===== config.mk =====
export PLATFORM = sky130hd
export DESIGN_NAME = pps_cordic_cell
export DESIGN_NICKNAME = d
export VERILOG_FILES = /design/src/rtl/pps_pkg.sv /design/src/rtl/pps_cordic_cell.sv
export SDC_FILE = /design/constraint.sdc
export NUM_CORES = 1
export LEC_CHECK = 0
export BUFFER_PORTS_ARGS = -buffer_cell sky130_fd_sc_hd__buf_2
export CORE_MARGIN = 2
export CORE_UTILIZATION = 35
export CTS_CLUSTER_SIZE = 30
export DETAILED_ROUTE_END_ITERATION = 10
export HOLD_SLACK_MARGIN = 0.08
export PLACE_DENSITY = 0.56
export REMOVE_ABC_BUFFERS = 1
export SYNTH_ARGS = -nofsm -noshare
export SYNTH_HDL_FRONTEND = slang
export SYNTH_SLANG_ARGS = --single-unit

===== constraint.sdc =====
create_clock -name clk -period 3.95 [get_ports clk]
set_input_delay 0.79 -clock clk [delete_from_list [all_inputs] [get_ports clk]]
set_output_delay 0.79 -clock clk [all_outputs]
set_load 0.01 [all_outputs]

===== src/rtl/pps_pkg.sv =====
`default_nettype none
package pps_pkg;

  localparam int CORDIC_STAGES_DEF = 16;
  localparam int XW   = 36;   // cordic x/y datapath, q20 with growth
  localparam int ZW   = 33;   // residual angle, 2^32 per turn
  localparam int RW   = 27;   // rotated offset, q12
  localparam int DIVB = 15;   // quotient bits, clamped to steer_limit at the output
  localparam int R2W  = 56;
  localparam int DW   = 71;   // remainder / shifted divisor width
  localparam int AW   = 4;

  localparam logic [16:0] INV_GAIN = 17'd39797;

  localparam logic [1:0] REG_GAIN     = 2'd0;
  localparam logic [1:0] REG_LIMIT    = 2'd1;
  localparam logic [1:0] REG_THROTTLE = 2'd2;

  localparam logic [15:0] GAIN_RST     = 16'd256;
  localparam logic [12:0] LIMIT_RST    = 13'd1638;
  localparam logic [12:0] THROTTLE_RST = 13'd819;

  typedef struct packed {
    logic signed [XW-1:0] x;
    logic signed [XW-1:0] y;
    logic signed [ZW-1:0] z;
  } cordic_t;

  typedef struct packed {
    logic [DW-1:0]   rem;
    logic [R2W-1:0]  r2;
    logic [DIVB-1:0] q;
    logic            neg;
    logic            zero;
  } div_t;

  function automatic logic [ZW-1:0] atan_lut(input int i);
    logic [ZW-1:0] v;
    case (i)
      0:  v = 33'd536870912;
      1:  v = 33'd316933406;
      2:  v = 33'd167458907;
      3:  v = 33'd85004756;
      4:  v = 33'd42667331;
      5:  v = 33'd21354465;
      6:  v = 33'd10679838;
      7:  v = 33'd5340245;
      8:  v = 33'd2670163;
      9:  v = 33'd1335087;
      10: v = 33'd667544;
      11: v = 33'd333772;
      12: v = 33'd166886;
      13: v = 33'd83443;
      14: v = 33'd41722;
      15: v = 33'd20861;
      16: v = 33'd10430;
      17: v = 33'd5215;
      18: v = 33'd2608;
      19: v = 33'd1304;
      20: v = 33'd652;
      21: v = 33'd326;
      22: v = 33'd163;
      23: v = 33'd81;
      default: v = '0;
    endcase
    return v;
  endfunction

endpackage
`default_nettype wire


===== src/rtl/pps_cordic_cell.sv =====
`default_nettype none
module pps_cordic_cell import pps_pkg::*; #(
  parameter int STAGE = 0
) (
  input  wire logic    clk,
  input  wire logic    rst,
  input  wire logic    in_valid,
  output logic         in_ready,
  input  wire cordic_t in_data,
  output logic         out_valid,
  input  wire logic    out_ready,
  output cordic_t      out_data
);

  logic signed [XW-1:0] xs;
  logic signed [XW-1:0] ys;
  cordic_t              data_next;

  always_comb begin
    xs = in_data.x >>> STAGE;
    ys = in_data.y >>> STAGE;
    if (!in_data.z[ZW-1]) begin
      data_next.x = in_data.x - ys;
      data_next.y = in_data.y + xs;
      data_next.z = in_data.z - atan_lut(STAGE);
    end else begin
      data_next.x = in_data.x + ys;
      data_next.y = in_data.y - xs;
      data_next.z = in_data.z + atan_lut(STAGE);
    end
  end

  assign in_ready = !out_valid || out_ready;

  always_ff @(posedge clk) begin
    if (rst) begin
      out_valid <= 1'b0;
    end else if (in_ready) begin
      out_valid <= in_valid;
    end
  end

  always_ff @(posedge clk) begin
    if (in_ready && in_valid) begin
      out_data <= data_next;
    end
  end

endmodule
`default_nettype wire


==> reports/metrics.cfg, run 1 <==
[power]
p_total_w=0.003875
switching_power_w=0.001446
total_leakage_power_nw=5.246
seq_power_share_pct=37.3
power_density_nw_per_um2=331.2
share_clk_of_total_power_pct=25.2
vdd_drop_max_uv=191.1
power_report.internal_total_w=0.002430
switching_share_pct=37.30
fraction_of_power_consumed_by_combinational_cells_pct=37.5

[worst_setup_path]
worst_ep_arrival_time_ns=3.76
cp-start-kind=input pin
timing.critical_path.to_type=flop
criticalPathCategory=in -> reg
crit_start=in_data[33]
worst-path-max-fanout=4
worst-endpoint-required_ns=4.07
regToRegStartpoint=out_valid$_SDFFE_PP0N_

[detailed_routing]
drc_violations_left=0
drt_first_pass_iters=5
avgRoutedWirePerCell_um=18.97
via_per_inst=5.410
detail-route-antenna-nets=0
wl_um=31860
detailroute.via_count=9083
dr.first_iter.drc_count=686

[floorplanning]
coreArea_um2=27030
fp.dieW_um=170.3
floorplan.die.height_um=170.3
initial_utilization_pct=35.80
rows=60
num_io_pins=216
fp.dieArea_um2=28990

[clock_network]
clock_tree_from_tritoncts=yes
clock_tree.htree_level_count=3
clkTransAtPathRegs_ns=0.09
cts_root_buffer=clkbuf_16
post_cts_resize_count=0
post-cts-setup-buffers=0
clock_sinks=105
cts_buffers=9
max-clock-path-buffers=2
later_pin_clock_latency_in_the_skew_report_ns=0.37
ctsHoldBuffers=0

[logic_synthesis]
synth_top_area_share_pct=32.28
post_synth_main_area_contributors=edfxtp_1, ha_1, a21oi_1
synth_area_per_cell_um2=8.803
synth_flop_cell=edfxtp_1
synth.ff_latch_count=105
post_synth_instance_area_um2=9674
synth_seq_area_share_pct=32.49
post-synth-top-area-cell=edfxtp_1
synth_cell_types=75
number_of_synthesized_flops_with_an_enable_pin=104
asyncSetResetFlopFracSynth_pct=0
yosys_warnings=0
instance_count_of_the_mapped_netlist=1099

[timing]
final.setup.tns_ns=0
hold_viol_final=0
timing.final.max_slew_violations=0
fin_skew_ns=0.009814
timing.final.crit_share_pct=92.18
max_freq_mhz=274.6
timing_worst_slew_pin_value_ns=0.8950
report.final.setup_viol=0
relative_slew_slack_pct=38.79
unrepaired_setup_endpoints_after_global_routing=false
final.min_clock_period_ns=3.641

[final_layout]
layout.filler_cells=2734
drive_gt1_share_pct=23.19
layout.area.seq_um2=3143
syn_to_final_growth_pct=20.95
num-nets-final=1552
multiInputGateArea_um2=5857

[global_route]
grt_max_degree=88
grt_overflow=0
grt_pass1_wl_um=48460
gr-usage-all-layers_pct=21.50
antenna_found_initial=1
grt_pass1_vias=8723

[status]
run_status=finished clean

[flow_run]
max_cap_violations=0

[place]
port_buffers=215
detailed_place_hpwl_um=25160
gp_congestion=0.9466

[min_path]
timing.hold.worst.start=rst
min-delay-path-class=in -> reg

-- worst max-delay path, stage by stage --
cell,delay (ns)
buf_2,0.12
inv_1,0.05
ha_1,0.20
fa_1,0.30
nor2b_1,0.09
o31a_1,0.27
o22ai_1,0.32
o31a_1,0.22
o21ai_0,0.12
buf_4,0.17
a2111oi_0,0.81
a21oi_1,0.12
xor2_1,0.18
-- metrics by stage --
stage	cells	area, um2	hold WS (ns)	utilization [%]	setup slack, ns
global placement	1662	11390	0.4971	42.13	0.02852
global route	1678	11700	0.5537	43.29	0.1485
CTS	1678	11700	0.5484	43.29	0.3892
floorplan	1049	9429	0.5930	-	0.06550
detailed placement	1662	11390	0.5396	42.13	0.006209
finish	1679	11700	0.5581	43.30	0.3090
-- state kept, by name, summed over array words and instances, names as in the netlist --
name,cells
out_data,104
out_valid,1
-- final cells by class --
| cell class | instances | area share (%) |
|---|---|---|
| well taps | 341 | 3.646 |
| repair buffers | 272 | 13.07 |
| flip-flops and latches | 105 | 26.86 |
| clock buffers | 9 | 1.925 |
| diodes | 1 | 0.02139 |
| multi-input cells | 829 | 50.05 |
| clock inverters | 7 | 0.7378 |
| inverters | 115 | 3.689 |
-- power by group through the flow --
stage          logic (W)  clock network (W)  registers (W)
4_1_cts          0.00145            0.00100        0.00145
3_5_place_dp     0.00144                  0        0.00147
6_report         0.00145           0.000978        0.00144
5_1_grt          0.00159            0.00104        0.00146
3_3_place_gp     0.00144                  0        0.00147
2_1_floorplan   0.000799                  0        0.00154
-- worst paths after layout --
path,endpoint,slack [ns],cells past startpoint
worst max-delay path,out_data[63]$_DFFE_PP_,0.31,13
worst min register to register,out_valid$_SDFFE_PP0N_,0.57,2
worst min-delay path,out_valid$_SDFFE_PP0N_,0.56,2
worst max register to register,out_data[60]$_DFFE_PP_,2.17,3
-- placed cells by master (no fill, tap or decap), types with 4 or more instances in the layout --
| master | Yosys | final |
|---|---|---|
| a21oi_1 | 121 | 121 |
| nand3_1 | 11 | 11 |
| buf_4 | 7 | 55 |
| o31ai_1 | 12 | 12 |
| fa_1 | 4 | 4 |
| nor4_1 | 8 | 8 |
| a211o_1 | 4 | 4 |
| nor3_1 | 11 | 11 |
| a21o_1 | 27 | 27 |
| o211ai_1 | 13 | 13 |
| clkbuf_16 | 0 | 9 |
| a31oi_1 | 8 | 8 |
| and3_1 | 4 | 4 |
| nor2b_1 | 14 | 14 |
| nand4_1 | 12 | 12 |
| nand2b_1 | 14 | 14 |
| o22ai_1 | 5 | 5 |
| o221ai_1 | 6 | 6 |
| inv_1 | 112 | 112 |
| edfxtp_1 | 104 | 104 |
| nand2_1 | 56 | 56 |
| a211oi_1 | 14 | 14 |
| buf_2 | 12 | 215 |
| o41ai_2 | 4 | 4 |
| mux2i_1 | 11 | 11 |
| o21ai_0 | 91 | 91 |
| ha_1 | 107 | 107 |
| o2111ai_1 | 6 | 6 |
| or3_1 | 6 | 6 |
| nor2_1 | 101 | 101 |
| o21a_1 | 13 | 13 |
| or2_2 | 4 | 4 |
| xnor2_1 | 56 | 56 |
| xor2_1 | 14 | 14 |
| o21bai_1 | 20 | 20 |
-- kinds of logic after synthesis --
| logic type | share of synthesized area [%] |
|---|---|
| buffers and inverters | 6.997 |
| DFF | 32.49 |
| muxes | 1.138 |
| xor gates and xnor gates | 6.337 |
| and+or+nand+nor | 12.07 |
| adders and majority gates | 14.67 |
| AOI/OAI and AO/OA | 26.31 |
-- layer usage --
layer  part of all wire (%)  track usage [%]  wire, um
met1                     46            29.15     14520
met2                     46            35.21     14750
met5                      0                0         0
met3                    6.0            3.465      1921
met4                    2.1            6.429       658
-- synth_stat cells (7+ instances only) --
cell	count
nand2_1	56
nand2b_1	14
buf_2	12
nor2b_1	14
nand4_1	12
a21o_1	27
o21a_1	13
o21bai_1	20
a31oi_1	8
clkbuf_1	21
a211oi_1	14
o211ai_1	13
xor2_1	14
inv_1	112
o21ai_0	91
mux2i_1	11
nand3_1	11
buf_1	7
xnor2_1	56
nor2_1	101
a21oi_1	121
edfxtp_1	104
buf_4	7
o31ai_1	12
nor4_1	8
nor3_1	11
ha_1	107
(Power assumes the default switching activity.)
==> run 2, diff against run 1 <==
--- a/config.mk
+++ b/config.mk
@@ -7,12 +7,13 @@
 export LEC_CHECK = 0
 export BUFFER_PORTS_ARGS = -buffer_cell sky130_fd_sc_hd__buf_2
 export CORE_MARGIN = 2
-export CORE_UTILIZATION = 35
+export CORE_UTILIZATION = 45
 export CTS_CLUSTER_SIZE = 30
 export DETAILED_ROUTE_END_ITERATION = 10
 export HOLD_SLACK_MARGIN = 0.08
-export PLACE_DENSITY = 0.56
+export PLACE_DENSITY = 0.69
 export REMOVE_ABC_BUFFERS = 1
+export SLEW_MARGIN = 20
 export SYNTH_ARGS = -nofsm -noshare
 export SYNTH_HDL_FRONTEND = slang
 export SYNTH_SLANG_ARGS = --single-unit
==> reports/metrics.cfg, run 2 (synthesis gave the netlist of run 1 again) <==
[clock_network]
clock_sinks=105  ; unchanged
post_cts_resize_count=0  ; unchanged
later_pin_clock_latency_in_the_skew_report_ns=0.37  ; about the same
max-clock-path-buffers=2  ; unchanged
clock_tree.htree_level_count=3  ; unchanged
clkTransAtPathRegs_ns=0.08  ; was 0.09 ns
ctsHoldBuffers=0  ; unchanged
post-cts-setup-buffers=0  ; unchanged
cts_buffers=9  ; unchanged
cts_root_buffer=clkbuf_16  ; unchanged
clock_tree_from_tritoncts=yes  ; unchanged

[floorplanning]
fp.dieW_um=150.6  ; was 170.3 um
coreArea_um2=21090  ; was 27,030 um2
fp.dieArea_um2=22690  ; was 28,990 um2
initial_utilization_pct=45.88  ; was 35.80%
rows=53  ; was 60
num_io_pins=216  ; unchanged
floorplan.die.height_um=150.6  ; was 170.3 um

[final_layout]
final_common_cell=buf_2  ; unchanged
most-common-layout-cells=buf_2, a21oi_1, inv_1  ; unchanged
syn_to_final_growth_pct=19.76  ; was 20.95%
drive_gt1_share_pct=23.01  ; was 23.19%
num-nets-final=1549  ; was 1,552
largest-register=out_data  ; unchanged
flip_flop_count_of_the_largest_register_after_layout=104  ; unchanged
layout.cell_area.non_filler_um2=11590  ; was 11,700 um2
antennaDiodeCount=0  ; was 1
final_cell_count_no_fill=1609  ; was 1,679
reg_top3=out_data x104, out_valid x1  ; unchanged

[flow_run]
max_cap_violations=0  ; unchanged

[worst_setup_path]
critical_path.cell_chain=buf_2 -> inv_1 -> ha_1 -> buf_4 -> o21ai_0 -> a21oi_1 -> o2111ai_1 -> a211oi_2 -> a2111oi_4 -> o311ai_1 -> o311ai_1 -> a31oi_1 -> xnor2_1  ; was buf_2 -> inv_1 -> ha_1 -> fa_1 -> nor2b_1 -> o31a_1 -> o22ai_1 -> o31a_1 -> o21ai_0 -> buf_4 -> a2111oi_0 -> a21oi_1 -> xor2_1
timing.critical_path.mode_cell=o311ai_1  ; was o31a_1
cp-start-kind=input pin  ; unchanged
regToRegStartpoint=out_valid$_SDFFE_PP0N_  ; unchanged
rrSetupSlack_ns=2.26  ; was 2.17 ns
criticalPathCategory=in -> reg  ; unchanged
crit_start=in_data[36]  ; was in_data[33]
crit_path_max_incr_delay_ns=0.51  ; was 0.81 ns
worst-endpoint-required_ns=4.05  ; was 4.07 ns
crit_end=out_data[104]$_DFFE_PP_  ; was out_data[63]$_DFFE_PP_
worstReg2RegEnd=out_data[26]$_DFFE_PP_  ; was out_data[60]$_DFFE_PP_
timing.critical_path.slowest_stage_cell=o311ai_1  ; was a2111oi_0
worst-path-max-fanout=9  ; was 4
r2r.worst_path.cells=3  ; unchanged
worst_ep_arrival_time_ns=3.75  ; was 3.76 ns
path_depth=13  ; unchanged
critPathBufInv=3  ; unchanged
timing.critical_path.to_type=flop  ; unchanged
crit_family=compound AO/OA/AOI/OAI gates  ; unchanged

[detailed_routing]
via_per_inst=5.682  ; was 5.410
detail-route-antenna-nets=0  ; unchanged
dr.first_iter.drc_count=855  ; was 686
drc_violations_left=0  ; unchanged
drt_first_pass_iters=6  ; was 5
avgRoutedWirePerCell_um=18.45  ; was 18.97 um
detailroute.via_count=9142  ; was 9,083
wl_um=29680  ; was 31,860 um

[timing]
max_freq_mhz=274.4  ; was 274.6 MHz
timing.final.max_slew_violations=0  ; unchanged
unrepaired_setup_endpoints_after_global_routing=false  ; unchanged
relative_slew_slack_pct=36.68  ; was 38.79%
hold_viol_final=0  ; unchanged
fin_skew_ns=0.01110  ; was 0.009814 ns
timing_worst_slew_pin_value_ns=0.9497  ; was 0.8950 ns
report.final.setup_viol=0  ; unchanged
timing.final.crit_share_pct=92.25  ; was 92.18%
final.min_clock_period_ns=3.644  ; was 3.641 ns
fin_hold_ws_ns=0.5214  ; was 0.5581 ns

[global_route]
grt_util_met2_pct=41.45  ; was 35.21%
grt_max_degree=88  ; unchanged
grt_pass1_vias=8548  ; was 8,723
grt_pass1_wl_um=45440  ; was 48,460 um
top_usage_layer=met2  ; unchanged
gr-usage-all-layers_pct=25.65  ; was 21.50%
grt_util_met3_pct=4.424  ; was 3.465%
grt_util_met1_pct=34.77  ; was 29.15%
grt_overflow=0  ; unchanged
antenna_found_initial=0  ; was 1

[power]
power_density_nw_per_um2=331.5  ; was 331.2 nW/um2
vdd_drop_max_uv=313.2  ; was 191.1 uV
total_leakage_power_nw=5.228  ; was 5.246 nW

[place]
place.detailed.instances=1593  ; was 1,662
place_area_um2=11270  ; was 11,390 um2
gp_congestion=0.9606  ; was 0.9466
port_buffers=215  ; unchanged
detailed_place_hpwl_um=23290  ; was 25,160 um

[status]
run_status=finished clean  ; unchanged

[min_path]
min-delay-path-class=reg -> reg  ; was in -> reg

[run 2: cell types whose count changed in the layout (fill, tap and decap cells not counted), sizes merged]
cell / previous run / this run
inv: 115 / 116
buf: 272 / 269
diode: 1 / 0
clkinv: 7 / 6
[run 2: worst min-delay path by stage]
stage	start	endpoint	slack, ns	depth (start not counted)
after floorplan	out_valid$_SDFFE_PP0N_	out_valid$_SDFFE_PP0N_	0.59	2
after global placement	out_valid$_SDFFE_PP0N_	out_valid$_SDFFE_PP0N_	0.50	2
after detailed placement	out_valid$_SDFFE_PP0N_	out_valid$_SDFFE_PP0N_	0.51	2
after CTS	out_valid$_SDFFE_PP0N_	out_valid$_SDFFE_PP0N_	0.53	2
after global routing	out_valid$_SDFFE_PP0N_	out_valid$_SDFFE_PP0N_	0.56	2
final	out_valid$_SDFFE_PP0N_	out_valid$_SDFFE_PP0N_	0.52	2
[run 2: report_power, final]
part           internal (W)  switching (W)  total (W)
registers           0.00141      0.0000332    0.00144
logic              0.000565       0.000874    0.00144
clock network      0.000460       0.000503   0.000963
[run 2: area by class of cell]
| cell class | instances | area (um2) |
|---|---|---|
| repair buffers | 269 | 1494 |
| fillers | 1999 | 9502 |
| flip-flops and latches | 105 | 3143 |
| clock inverters | 7 | 91.34 |
| well taps | 275 | 344.1 |
| multi-input cells | 829 | 5857 |
| clock buffers | 9 | 225.2 |
| inverters | 115 | 431.7 |
[run 2: worst min-delay path, cell delays in order (launching register included)]
cell	delay, ns
dfxtp_1	0.31
nand2b_1	0.10
a21oi_1	0.07
[run 2: per-layer routing]
metal / share of wire [%] / vias to the layer above / wire length [um]
li1: - / 4395 / -
met1: 43 / 4226 / 12780
met2: 45 / 470 / 13460
met3: 8.7 / 51 / 2588
met4: 2.9 / 0 / 852
met5: 0 / - / 0
[run 2: metrics by stage]
step           util (%)  setup TNS, ns  power [W]  setup slack [ns]
2_1_floorplan         -              0   0.002338           0.06550
3_3_place_gp      53.44              0   0.002870           0.01895
3_5_place_dp      53.44       -0.03167   0.002878          -0.03167
4_1_cts           54.94              0   0.003851            0.3535
5_1_grt           54.94              0   0.004047            0.1547
6_report          54.94              0   0.003841            0.3061
