[config.mk]
export PLATFORM = sky130hd
export DESIGN_NAME = pps_div_cell
export DESIGN_NICKNAME = d
export VERILOG_FILES = /design/src/rtl/pps_pkg.sv /design/src/rtl/pps_div_cell.sv
export SDC_FILE = /design/constraint.sdc
export NUM_CORES = 1
export LEC_CHECK = 0
export ABC_CLOCK_PERIOD_IN_PS = 7250
export CAP_MARGIN = 20
export CORE_AREA = 2 2 122 124
export DETAILED_ROUTE_END_ITERATION = 12
export DIE_AREA = 0 0 124 126
export DONT_BUFFER_PORTS = 1
export PLACE_DENSITY_LB_ADDON = 0.12
export SLEW_MARGIN = 40
export SYNTH_ARGS = -nofsm -noshare
export SYNTH_HDL_FRONTEND = slang
export SYNTH_SLANG_ARGS = --single-unit
[constraint.sdc]
create_clock -name clk -period 7.25 [get_ports clk]
set_clock_uncertainty 0.15 [all_clocks]
set_input_delay 1.45 -clock clk [delete_from_list [all_inputs] [get_ports clk]]
set_output_delay 1.45 -clock clk [all_outputs]
set_load 0.01 [all_outputs]
[src/rtl/pps_pkg.sv]
`default_nettype none
package pps_pkg;

  localparam int CORDIC_STAGES_DEF = 16;
  localparam int XW   = 36;   // cordic x/y datapath, q20 with growth
  localparam int ZW   = 33;   // residual angle, 2^32 per turn
  localparam int RW   = 27;   // rotated offset, q12
  localparam int DIVB = 15;   // quotient bits, clamped to steer_limit at the output
  localparam int R2W  = 56;
  localparam int DW   = 71;   // remainder / shifted divisor width
  localparam int AW   = 4;

  localparam logic [16:0] INV_GAIN = 17'd39797;

  localparam logic [1:0] REG_GAIN     = 2'd0;
  localparam logic [1:0] REG_LIMIT    = 2'd1;
  localparam logic [1:0] REG_THROTTLE = 2'd2;

  localparam logic [15:0] GAIN_RST     = 16'd256;
  localparam logic [12:0] LIMIT_RST    = 13'd1638;
  localparam logic [12:0] THROTTLE_RST = 13'd819;

  typedef struct packed {
    logic signed [XW-1:0] x;
    logic signed [XW-1:0] y;
    logic signed [ZW-1:0] z;
  } cordic_t;

  typedef struct packed {
    logic [DW-1:0]   rem;
    logic [R2W-1:0]  r2;
    logic [DIVB-1:0] q;
    logic            neg;
    logic            zero;
  } div_t;

  function automatic logic [ZW-1:0] atan_lut(input int i);
    logic [ZW-1:0] v;
    case (i)
      0:  v = 33'd536870912;
      1:  v = 33'd316933406;
      2:  v = 33'd167458907;
      3:  v = 33'd85004756;
      4:  v = 33'd42667331;
      5:  v = 33'd21354465;
      6:  v = 33'd10679838;
      7:  v = 33'd5340245;
      8:  v = 33'd2670163;
      9:  v = 33'd1335087;
      10: v = 33'd667544;
      11: v = 33'd333772;
      12: v = 33'd166886;
      13: v = 33'd83443;
      14: v = 33'd41722;
      15: v = 33'd20861;
      16: v = 33'd10430;
      17: v = 33'd5215;
      18: v = 33'd2608;
      19: v = 33'd1304;
      20: v = 33'd652;
      21: v = 33'd326;
      22: v = 33'd163;
      23: v = 33'd81;
      default: v = '0;
    endcase
    return v;
  endfunction

endpackage
`default_nettype wire

[src/rtl/pps_div_cell.sv]
`default_nettype none
module pps_div_cell import pps_pkg::*; #(
  parameter int BIT = 0
) (
  input  wire logic clk,
  input  wire logic rst,
  input  wire logic in_valid,
  output logic      in_ready,
  input  wire div_t in_data,
  output logic      out_valid,
  input  wire logic out_ready,
  output div_t      out_data
);

  logic [DW-1:0] dvs;
  logic          ge;
  div_t          data_next;

  // one restoring step: quotient bit BIT
  always_comb begin
    dvs       = DW'(in_data.r2) << BIT;
    ge        = in_data.rem >= dvs;
    data_next = in_data;
    if (ge) begin
      data_next.rem = in_data.rem - dvs;
    end
    data_next.q[BIT] = ge;
  end

  assign in_ready = !out_valid || out_ready;

  always_ff @(posedge clk) begin
    if (rst) begin
      out_valid <= 1'b0;
    end else if (in_ready) begin
      out_valid <= in_valid;
    end
  end

  always_ff @(posedge clk) begin
    if (in_ready && in_valid) begin
      out_data <= data_next;
    end
  end

endmodule
`default_nettype wire

==> results of run 1 <==
## path summary, 6_finish.rpt
| path | to |
|---|---|
| max reg2reg | out_data[93]$_DFFE_PP_ |
| min | out_valid$_SDFFE_PP0N_ |
| max | out_data[100]$_DFFE_PP_ |
| min reg2reg | out_valid$_SDFFE_PP0N_ |
## layout by cell type, fill, tap and decap left out, types with 27 or more instances in the layout
master,instances
a21oi_1,110
edfxtp_1,144
ha_1,56
inv_1,76
nand2_1,78
nand4_1,27
nor2_1,92
o21ai_0,54
xnor2_1,45
## sequential cells by signal, summed over array words and instances (netlist names)
register and flops:
out_data 144, out_valid 1
## metal layers
metal | share of wire, % | global-route usage, %
met1 | 38 | 37.5
met2 | 47 | 49.3
met3 | 12 | 10.8
met4 | 3.2 | 11.5
met5 | 0 | 0
## power groups by stage
stage | clock network, mW | logic [mW] | registers [mW]
floorplan | 0 | 0.334 | 1.11
global placement | 0 | 0.409 | 1.12
detailed placement | 0 | 0.420 | 1.12
CTS | 0.863 | 0.424 | 1.10
global route | 0.900 | 0.478 | 1.11
finish | 0.854 | 0.430 | 1.10
## cells by family after synthesis
kind of cell | count (synthesis) | share of synthesized area (%)
buf+inv | 122 | 5.46
compound gates | 264 | 17.4
fa+ha+maj | 57 | 7.85
xor+xnor | 66 | 6.29
mux | 8 | 0.953
flops | 145 | 47.3
simple gates | 286 | 14.7
## through the flow
step	power [mW]	cells	worst slack, ns	hold WS (ns)	util (%)
2_1_floorplan	1.44	948	1.61	0.443	-
3_3_place_gp	1.53	1091	1.79	0.486	64.6
3_5_place_dp	1.54	1092	1.76	0.520	64.8
4_1_cts	2.39	1124	2.19	0.529	68.8
5_1_grt	2.48	1124	1.88	0.550	68.8
6_report	2.38	1124	2.12	0.526	68.8
## critical path, stage by stage
cell and delay [ns]:
inv_1 0.02, ha_1 0.43, nand4_1 0.23, or4_1 0.65, o31ai_2 0.54, o41a_1 0.41, a211oi_4 0.11, inv_2 0.48
buf_4 0.46, mux2_1 0.36
## cell type report
cell class | instances | area share (%)
multi-input combinational | 681 | 44.3
timing repair buffer | 5 | 0.508
sequential | 145 | 44.1
clock inverter | 15 | 1.51
tap | 184 | 2.34
inverter | 77 | 2.94
clock buffer | 17 | 4.32
==> results.json, run 1 <==
{
  "regArea_um2": 4340,
  "power_frac_comb_pct": 18.0,
  "die_w_um": 124,
  "worst-path-max-fanout": 37,
  "ys.flop_type": "edfxtp_1",
  "fmax_mhz": 195,
  "maxCapViolCount": 0,
  "netlist.area_leader.share_pct": 47.1,
  "dr_total_vias": 7224,
  "startpoint": "in_data[43]",
  "min_period_over_period_pct": 70.8,
  "hold_viol": 0,
  "synthesis.area_um2": 9190,
  "post-route-drc-count": 0,
  "dr.pass1.iters": 5,
  "cts_hold_buf": 0,
  "io_buffers": 0,
  "hp-class": "reg2reg",
  "internal_power_mw": 1.68,
  "wl_per_cell_um": 21.3,
  "post_dp_cell_area_um2": 9270,
  "fin_tns_setup_ns": 0,
  "clockPowerShare_pct": 35.8,
  "ioPinCount": 294,
  "yosysTopAreaCell": "edfxtp_1",
  "core-area_um2": 14300,
  "synth-seq-area-share_pct": 47.3,
  "cts_resized": 0,
  "period_minus_slack_ns": 5.13,
  "post_cts_buffers": 0,
  "crit_type": "in2reg",
  "path_clk_slew_ns": 0.06,
  "ys_seq_elements": 145,
  "slew_viol_final": 0,
  "ant_nets": 0,
  "vdd_drop_max_mv": 0.157,
  "synthesis.nets": 1153,
  "drt-initial-drc-count": 664,
  "status": "finished, final reports clean",
  "die-height_um": 126,
  "fin_nets": 1132,
  "cts.path.max_buffers": 2,
  "dp_hpwl_um": 18800,
  "synthToLayoutAreaGrowth_pct": 7.16,
  "setup_viol": 0,
  "p_per_area_nw_per_um2": 242,
  "tightestPinTransition_ns": 0.857,
  "finalWirelength_um": 24000,
  "hold_depth": 2,
  "grt_usage_pct": 30.5,
  "critPathLaunchType": "input port",
  "rsz0062_at_grt": "no",
  "clockRootBuffer": "clkbuf_16",
  "grt_pass1_wl_um": 36700,
  "drive_gt1_share_pct": 5.43,
  "synth-edff-count": 144,
  "clock_latency_ns": 0.42,
  "num_rows": 44,
  "p_leak_nw": 3.76,
  "crit_path_end_kind": "flop",
  "grt_overflow_total": 0,
  "required_ns": 7.28,
  "syn_area_per_cell_um2": 9.69,
  "start_util_pct": 64.2,
  "multi_input_area_um2": 4360,
  "rr_startpoint": "out_valid$_SDFFE_PP0N_",
  "ys_top_cells_by_count": "edfxtp_1 (144), a21oi_1 (110), nor2_1 (92)",
  "antennaDiodeCount": 0,
  "via_per_inst": 6.43,
  "synth.distinct_cells": 59,
  "clock-sinks": 145,
  "yosys_warnings": 0,
  "cts_tree": "built",
  "ys_top_cells_by_area": "edfxtp_1 (47%), ha_1 (7.6%), a21oi_1 (6.0%), xnor2_1 (4.3%), nor2_1 (3.8%)",
  "fillers": 1110,
  "grt_pass1_vias": 6954,
  "die-area_um2": 15600,
  "grt_max_degree": 59,
  "sw_frac_of_total_pct": 29.6,
  "cts_buffers": 17,
  "yosysMostFrequentCell": "edfxtp_1",
  "timing.slew.headroom_pct": 41.4,
  "switchingPower_uw": 705,
  "gp_congestion": 1.00,
  "antenna_found_initial": 0,
  "rrSetupSlack_ns": 4.66,
  "seq_power_share_pct": 46.1,
  "fin_area_um2": 9840,
  "hp-start": "out_valid$_SDFFE_PP0N_",
  "htree_num_levels": 4,
  "syn-instance-count": 948,
  "async_flop_share_pct": 0,
  "crit_arrival_ns": 5.16,
  "r2r_cells": 4
}
Note: power is estimated with default switching activity, not from simulation.
==> run 2: changes to the inputs <==
--- a/config.mk
+++ b/config.mk
@@ -5,11 +5,11 @@
 export SDC_FILE = /design/constraint.sdc
 export NUM_CORES = 1
 export LEC_CHECK = 0
-export ABC_CLOCK_PERIOD_IN_PS = 7250
+export ABC_CLOCK_PERIOD_IN_PS = 4700
 export CAP_MARGIN = 20
-export CORE_AREA = 2 2 122 124
+export CORE_AREA = 2 2 128 130
 export DETAILED_ROUTE_END_ITERATION = 12
-export DIE_AREA = 0 0 124 126
+export DIE_AREA = 0 0 130 132
 export DONT_BUFFER_PORTS = 1
 export PLACE_DENSITY_LB_ADDON = 0.12
 export SLEW_MARGIN = 40
==> constraint.sdc (replaced) <==
create_clock -name clk -period 4.7 [get_ports clk]
set_clock_uncertainty 0.15 [all_clocks]
set_input_delay 0.94 -clock clk [delete_from_list [all_inputs] [get_ports clk]]
set_output_delay 0.94 -clock clk [all_outputs]
set_load 0.01 [all_outputs]
==> run 2 against run 1 <==
- clock power rose by 67%
- utilization down 5.0 points
- highest routed layer unchanged
- first-iteration DRC count decreased by 30%
==> results.json, run 2 (same netlist as run 1, synthesis figures left out) <==
{
  "rrSetupSlack_ns": 2.53,
  "dr_total_vias": 7224,
  "fillers": 1288,
  "start_util_pct": 58.5,
  "internal_power_mw": 2.71,
  "final_cell_mix": "edfxtp_1 (144), a21oi_1 (110), nor2_1 (92)",
  "p_per_area_nw_per_um2": 379,
  "crit_arrival_ns": 4.06,
  "grt_overflow_total": 0,
  "top_register": "out_data",
  "antenna_found_initial": 1,
  "critPathLaunchType": "input port",
  "cts.path.max_buffers": 2,
  "post-route-drc-count": 0,
  "top_regs": "out_data (144), out_valid (1)",
  "timing.slew.headroom_pct": 53.6,
  "r2r-end": "out_data[63]$_DFFE_PP_",
  "num_rows": 46,
  "power_frac_comb_pct": 17.9,
  "setup_viol": 0,
  "clockPowerShare_pct": 37.6,
  "switchingPower_mw": 1.09,
  "hp-class": "in2reg",
  "dr.pass1.iters": 5,
  "clockRootBuffer": "clkbuf_16",
  "final_common_cell": "edfxtp_1",
  "worst-path-max-fanout": 42,
  "ant_nets": 0,
  "fin_tns_setup_ns": 0,
  "ioPinCount": 294,
  "multi_input_area_um2": 4350,
  "hold_viol": 0,
  "startpoint": "in_data[43]",
  "rr_startpoint": "out_valid$_SDFFE_PP0N_",
  "dp_hpwl_um": 18900,
  "die_w_um": 130,
  "synthToLayoutAreaGrowth_pct": 9.04,
  "sw_frac_of_total_pct": 28.7,
  "crit_end": "out_data[118]$_DFFE_PP_",
  "seq_power_share_pct": 44.6,
  "clock-sinks": 145,
  "crit_path_end_kind": "flop",
  "grt_max_degree": 61,
  "die-area_um2": 17200,
  "largest_register_ff_count": 144,
  "rsz0062_at_grt": "no",
  "fin_nets": 1144,
  "grt_pass1_wl_um": 37000,
  "crit_type": "in2reg",
  "cts_tree": "built",
  "required_ns": 4.73,
  "gp_congestion": 0.985,
  "die-height_um": 132,
  "htree_num_levels": 4,
  "grt_pass1_vias": 6979,
  "io_buffers": 0,
  "status": "finished, final reports clean",
  "min_period_over_period_pct": 85.6,
  "core-area_um2": 15700,
  "vdd_drop_max_mv": 0.235,
  "tightestPinTransition_ns": 0.696,
  "antennaDiodeCount": 0,
  "slew_viol_final": 0,
  "via_per_inst": 6.18,
  "finalWirelength_um": 24200,
  "final_util_pct": 63.8,
  "wl_per_cell_um": 20.8,
  "post_cts_buffers": 0,
  "path_clk_slew_ns": 0.06,
  "fmax_mhz": 249,
  "maxCapViolCount": 0,
  "cts_resized": 0,
  "drive_gt1_share_pct": 6.51,
  "cts_buffers": 17,
  "cts_hold_buf": 0,
  "p_leak_nw": 3.84,
  "r2r_cells": 3,
  "drt-initial-drc-count": 464,
  "grt_usage_pct": 27.9,
  "period_minus_slack_ns": 4.02,
  "clock_latency_ns": 0.43,
  "regArea_um2": 4340
}
run 2: per-layer routing:
layer,vias to the layer above,GRT usage [%],wire length [um]
met4,0,8.36,544
li1,3419,-,-
met2,378,44.8,11300
met1,3389,34.9,9770
met3,38,10.8,2580
met5,-,0,0
run 2: worst min-delay path by stage:
stage,startpoint,endpoint,slack (ns),cells after the start
after floorplan,out_valid$_SDFFE_PP0N_,out_valid$_SDFFE_PP0N_,0.44,2
after global placement,out_valid$_SDFFE_PP0N_,out_valid$_SDFFE_PP0N_,0.48,2
after detailed placement,out_valid$_SDFFE_PP0N_,out_valid$_SDFFE_PP0N_,0.51,2
after CTS,rst,out_valid$_SDFFE_PP0N_,0.41,1
after global routing,rst,out_valid$_SDFFE_PP0N_,0.41,1
final,rst,out_valid$_SDFFE_PP0N_,0.42,1
run 2: power groups by stage:
| stage | registers, mW | clock network (mW) | logic (mW) |
|---|---|---|---|
| after floorplan | 1.70 | 0 | 0.515 |
| after global placement | 1.72 | 0 | 0.651 |
| after detailed placement | 1.72 | 0 | 0.662 |
| after CTS | 1.70 | 1.44 | 0.670 |
| after global routing | 1.71 | 1.50 | 0.751 |
| final | 1.69 | 1.43 | 0.679 |
run 2: layout make-up:
class	count	share of cell area, %
clock inverter	15	1.97
tap	216	2.70
clock buffer	17	4.25
inverter	77	2.89
timing repair buffer	17	1.40
sequential	145	43.4
multi-input combinational	681	43.4
run 2: through the flow:
step	std cells	hold slack, ns	cell area [um^2]	setup WS, ns	total power, mW
after global routing	1168	0.412	10000	0.529	3.95
after CTS	1168	0.413	10000	0.722	3.81
final	1168	0.422	10000	0.677	3.80
after global placement	1136	0.476	9390	0.331	2.37
after floorplan	948	0.443	9190	0.744	2.22
after detailed placement	1136	0.505	9390	0.281	2.38
run 2: critical path, cell delays in order:
cell and delay, ns:
inv_1 0.02, ha_1 0.45, nand4_1 0.23, or4_1 0.66, o31ai_2 0.53, o41a_1 0.28
a211oi_4 0.10, inv_2 0.08, buf_4 0.38, mux2_1 0.36
==> run 3: changes to the inputs <==
--- a/config.mk
+++ b/config.mk
@@ -12,6 +12,7 @@
 export DIE_AREA = 0 0 130 132
 export DONT_BUFFER_PORTS = 1
 export PLACE_DENSITY_LB_ADDON = 0.12
+export RECOVER_POWER = 50
 export SLEW_MARGIN = 40
 export SYNTH_ARGS = -nofsm -noshare
 export SYNTH_HDL_FRONTEND = slang
==> run 3 against run 2 <==
- the run now ends with max-capacitance violations, max-slew violations left
- first-iteration DRC count unchanged
- fmax hardly changed
- setup slack better by 0.0031 ns
- combinational power is essentially flat
- utilization barely moved
- global-route usage is the same
- worst hold slack is essentially flat
- clock-buffer cell count unchanged
- cell count stayed put
- design area barely moved
==> results.json, run 3 (same netlist as run 1, synthesis figures left out) <==
{
  "worst-path-max-fanout": 42,
  "antenna_found_initial": 1,
  "grt_pass1_vias": 6979,
  "min_period_over_period_pct": 85.5,
  "cts_buffers": 17,
  "core-area_um2": 15700,
  "start_util_pct": 58.5,
  "cts_tree": "built",
  "drive_gt1_share_pct": 6.41,
  "synthToLayoutAreaGrowth_pct": 9.02,
  "cts_resized": 0,
  "final_cell_mix": "edfxtp_1 (144), a21oi_1 (110), nor2_1 (92)",
  "cts.path.max_buffers": 2,
  "vdd_drop_max_mv": 0.235,
  "crit_arrival_ns": 4.05,
  "finalWirelength_um": 24200,
  "io_buffers": 0,
  "final_common_cell": "edfxtp_1",
  "maxCapViolCount": 1,
  "clock_latency_ns": 0.43,
  "status": "finished with violations",
  "timing.slew.headroom_pct": -57.4,
  "startpoint": "in_data[43]",
  "period_minus_slack_ns": 4.02,
  "post-route-drc-count": 0,
  "via_per_inst": 6.18,
  "holdWs_ns": 0.422,
  "die-area_um2": 17200,
  "clockRootBuffer": "clkbuf_16",
  "die_w_um": 130,
  "dp_hpwl_um": 18900,
  "grt_pass1_wl_um": 37000,
  "violations": "max-capacitance violations, max-slew violations",
  "path_clk_slew_ns": 0.07,
  "critPathLaunchType": "input port",
  "drt-initial-drc-count": 464,
  "hold_viol": 0,
  "largest_register_ff_count": 144,
  "crit_type": "in2reg",
  "die-height_um": 132,
  "p_per_area_nw_per_um2": 379,
  "hp-class": "in2reg",
  "rsz0062_at_grt": "no",
  "gp_congestion": 0.985,
  "post_cts_buffers": 0,
  "top_regs": "out_data (144), out_valid (1)",
  "fmax_mhz": 249,
  "tightestPinTransition_ns": 2.36,
  "antennaDiodeCount": 0,
  "dr.pass1.iters": 5,
  "grt_max_degree": 61,
  "htree_num_levels": 4,
  "place_ws_ns": 0.281,
  "p_leak_nw": 3.84,
  "slew_viol_final": 57,
  "setup_viol": 0,
  "ioPinCount": 294,
  "required_ns": 4.73,
  "ant_nets": 0,
  "rr_startpoint": "out_valid$_SDFFE_PP0N_",
  "crit_path_end_kind": "flop",
  "hp-start": "rst",
  "cts_hold_buf": 0,
  "setup_ws_ns": 0.680,
  "grt_overflow_total": 0,
  "fin_tns_setup_ns": 0,
  "num_rows": 46,
  "fin_nets": 1144,
  "dr_total_vias": 7213,
  "top_register": "out_data",
  "clock-sinks": 145,
  "grt_usage_pct": 27.9,
  "wl_per_cell_um": 20.7
}
[run 3: changes by cell type in the layout (fill, tap and decap cells not counted)]
cell / delta
and2_1: +1
and2_4: -1
[run 3: stage by stage]
stage / instances / power [mW] / util (%) / area (um^2)
floorplan: 948 / 2.22 / - / 9190
global placement: 1136 / 2.37 / 59.8 / 9390
detailed placement: 1136 / 2.38 / 59.8 / 9390
CTS: 1168 / 3.81 / 63.8 / 10000
global route: 1168 / 3.96 / 63.7 / 10000
finish: 1168 / 3.80 / 63.7 / 10000
[run 3: worst max-delay path, cell delays in order]
cell and delay [ns]:
inv_1 0.02, ha_1 0.45, nand4_1 0.23, or4_1 0.66, o31ai_2 0.53, o41a_1 0.28
a211oi_4 0.10, inv_2 0.08, buf_4 0.38, mux2_1 0.36
[run 3: area by class of cell]
type / instances / area [um^2]
sequential: 145 / 4340
timing repair buffer: 17 / 140
clock buffer: 17 / 425
tap: 216 / 270
fill: 1289 / 5700
clock inverter: 15 / 198
multi-input combinational: 681 / 4350
inverter: 77 / 289
[run 3: worst paths after layout]
path	end	slack (ns)	cells after the start
hold reg to reg	out_valid$_SDFFE_PP0N_	0.50	2
setup reg to reg	out_data[63]$_DFFE_PP_	1.28	3
setup / recovery	out_data[118]$_DFFE_PP_	0.68	10
hold / removal	out_valid$_SDFFE_PP0N_	0.42	1
[run 3: report_power, final]
part | leakage, nW | switching [mW] | internal, mW
Clock | 0.293 | 0.574 | 0.852
Sequential | 1.40 | 0.105 | 1.59
Combinational | 2.15 | 0.410 | 0.268
[run 3: layer usage]
metal | vias to the layer above | share of wire, % | global-route usage (%)
met5 | - | 0 | 0
met4 | 0 | 2.5 | 8.36
met3 | 45 | 10 | 10.8
met2 | 358 | 47 | 44.8
met1 | 3387 | 41 | 34.9
li1 | 3423 | - | -
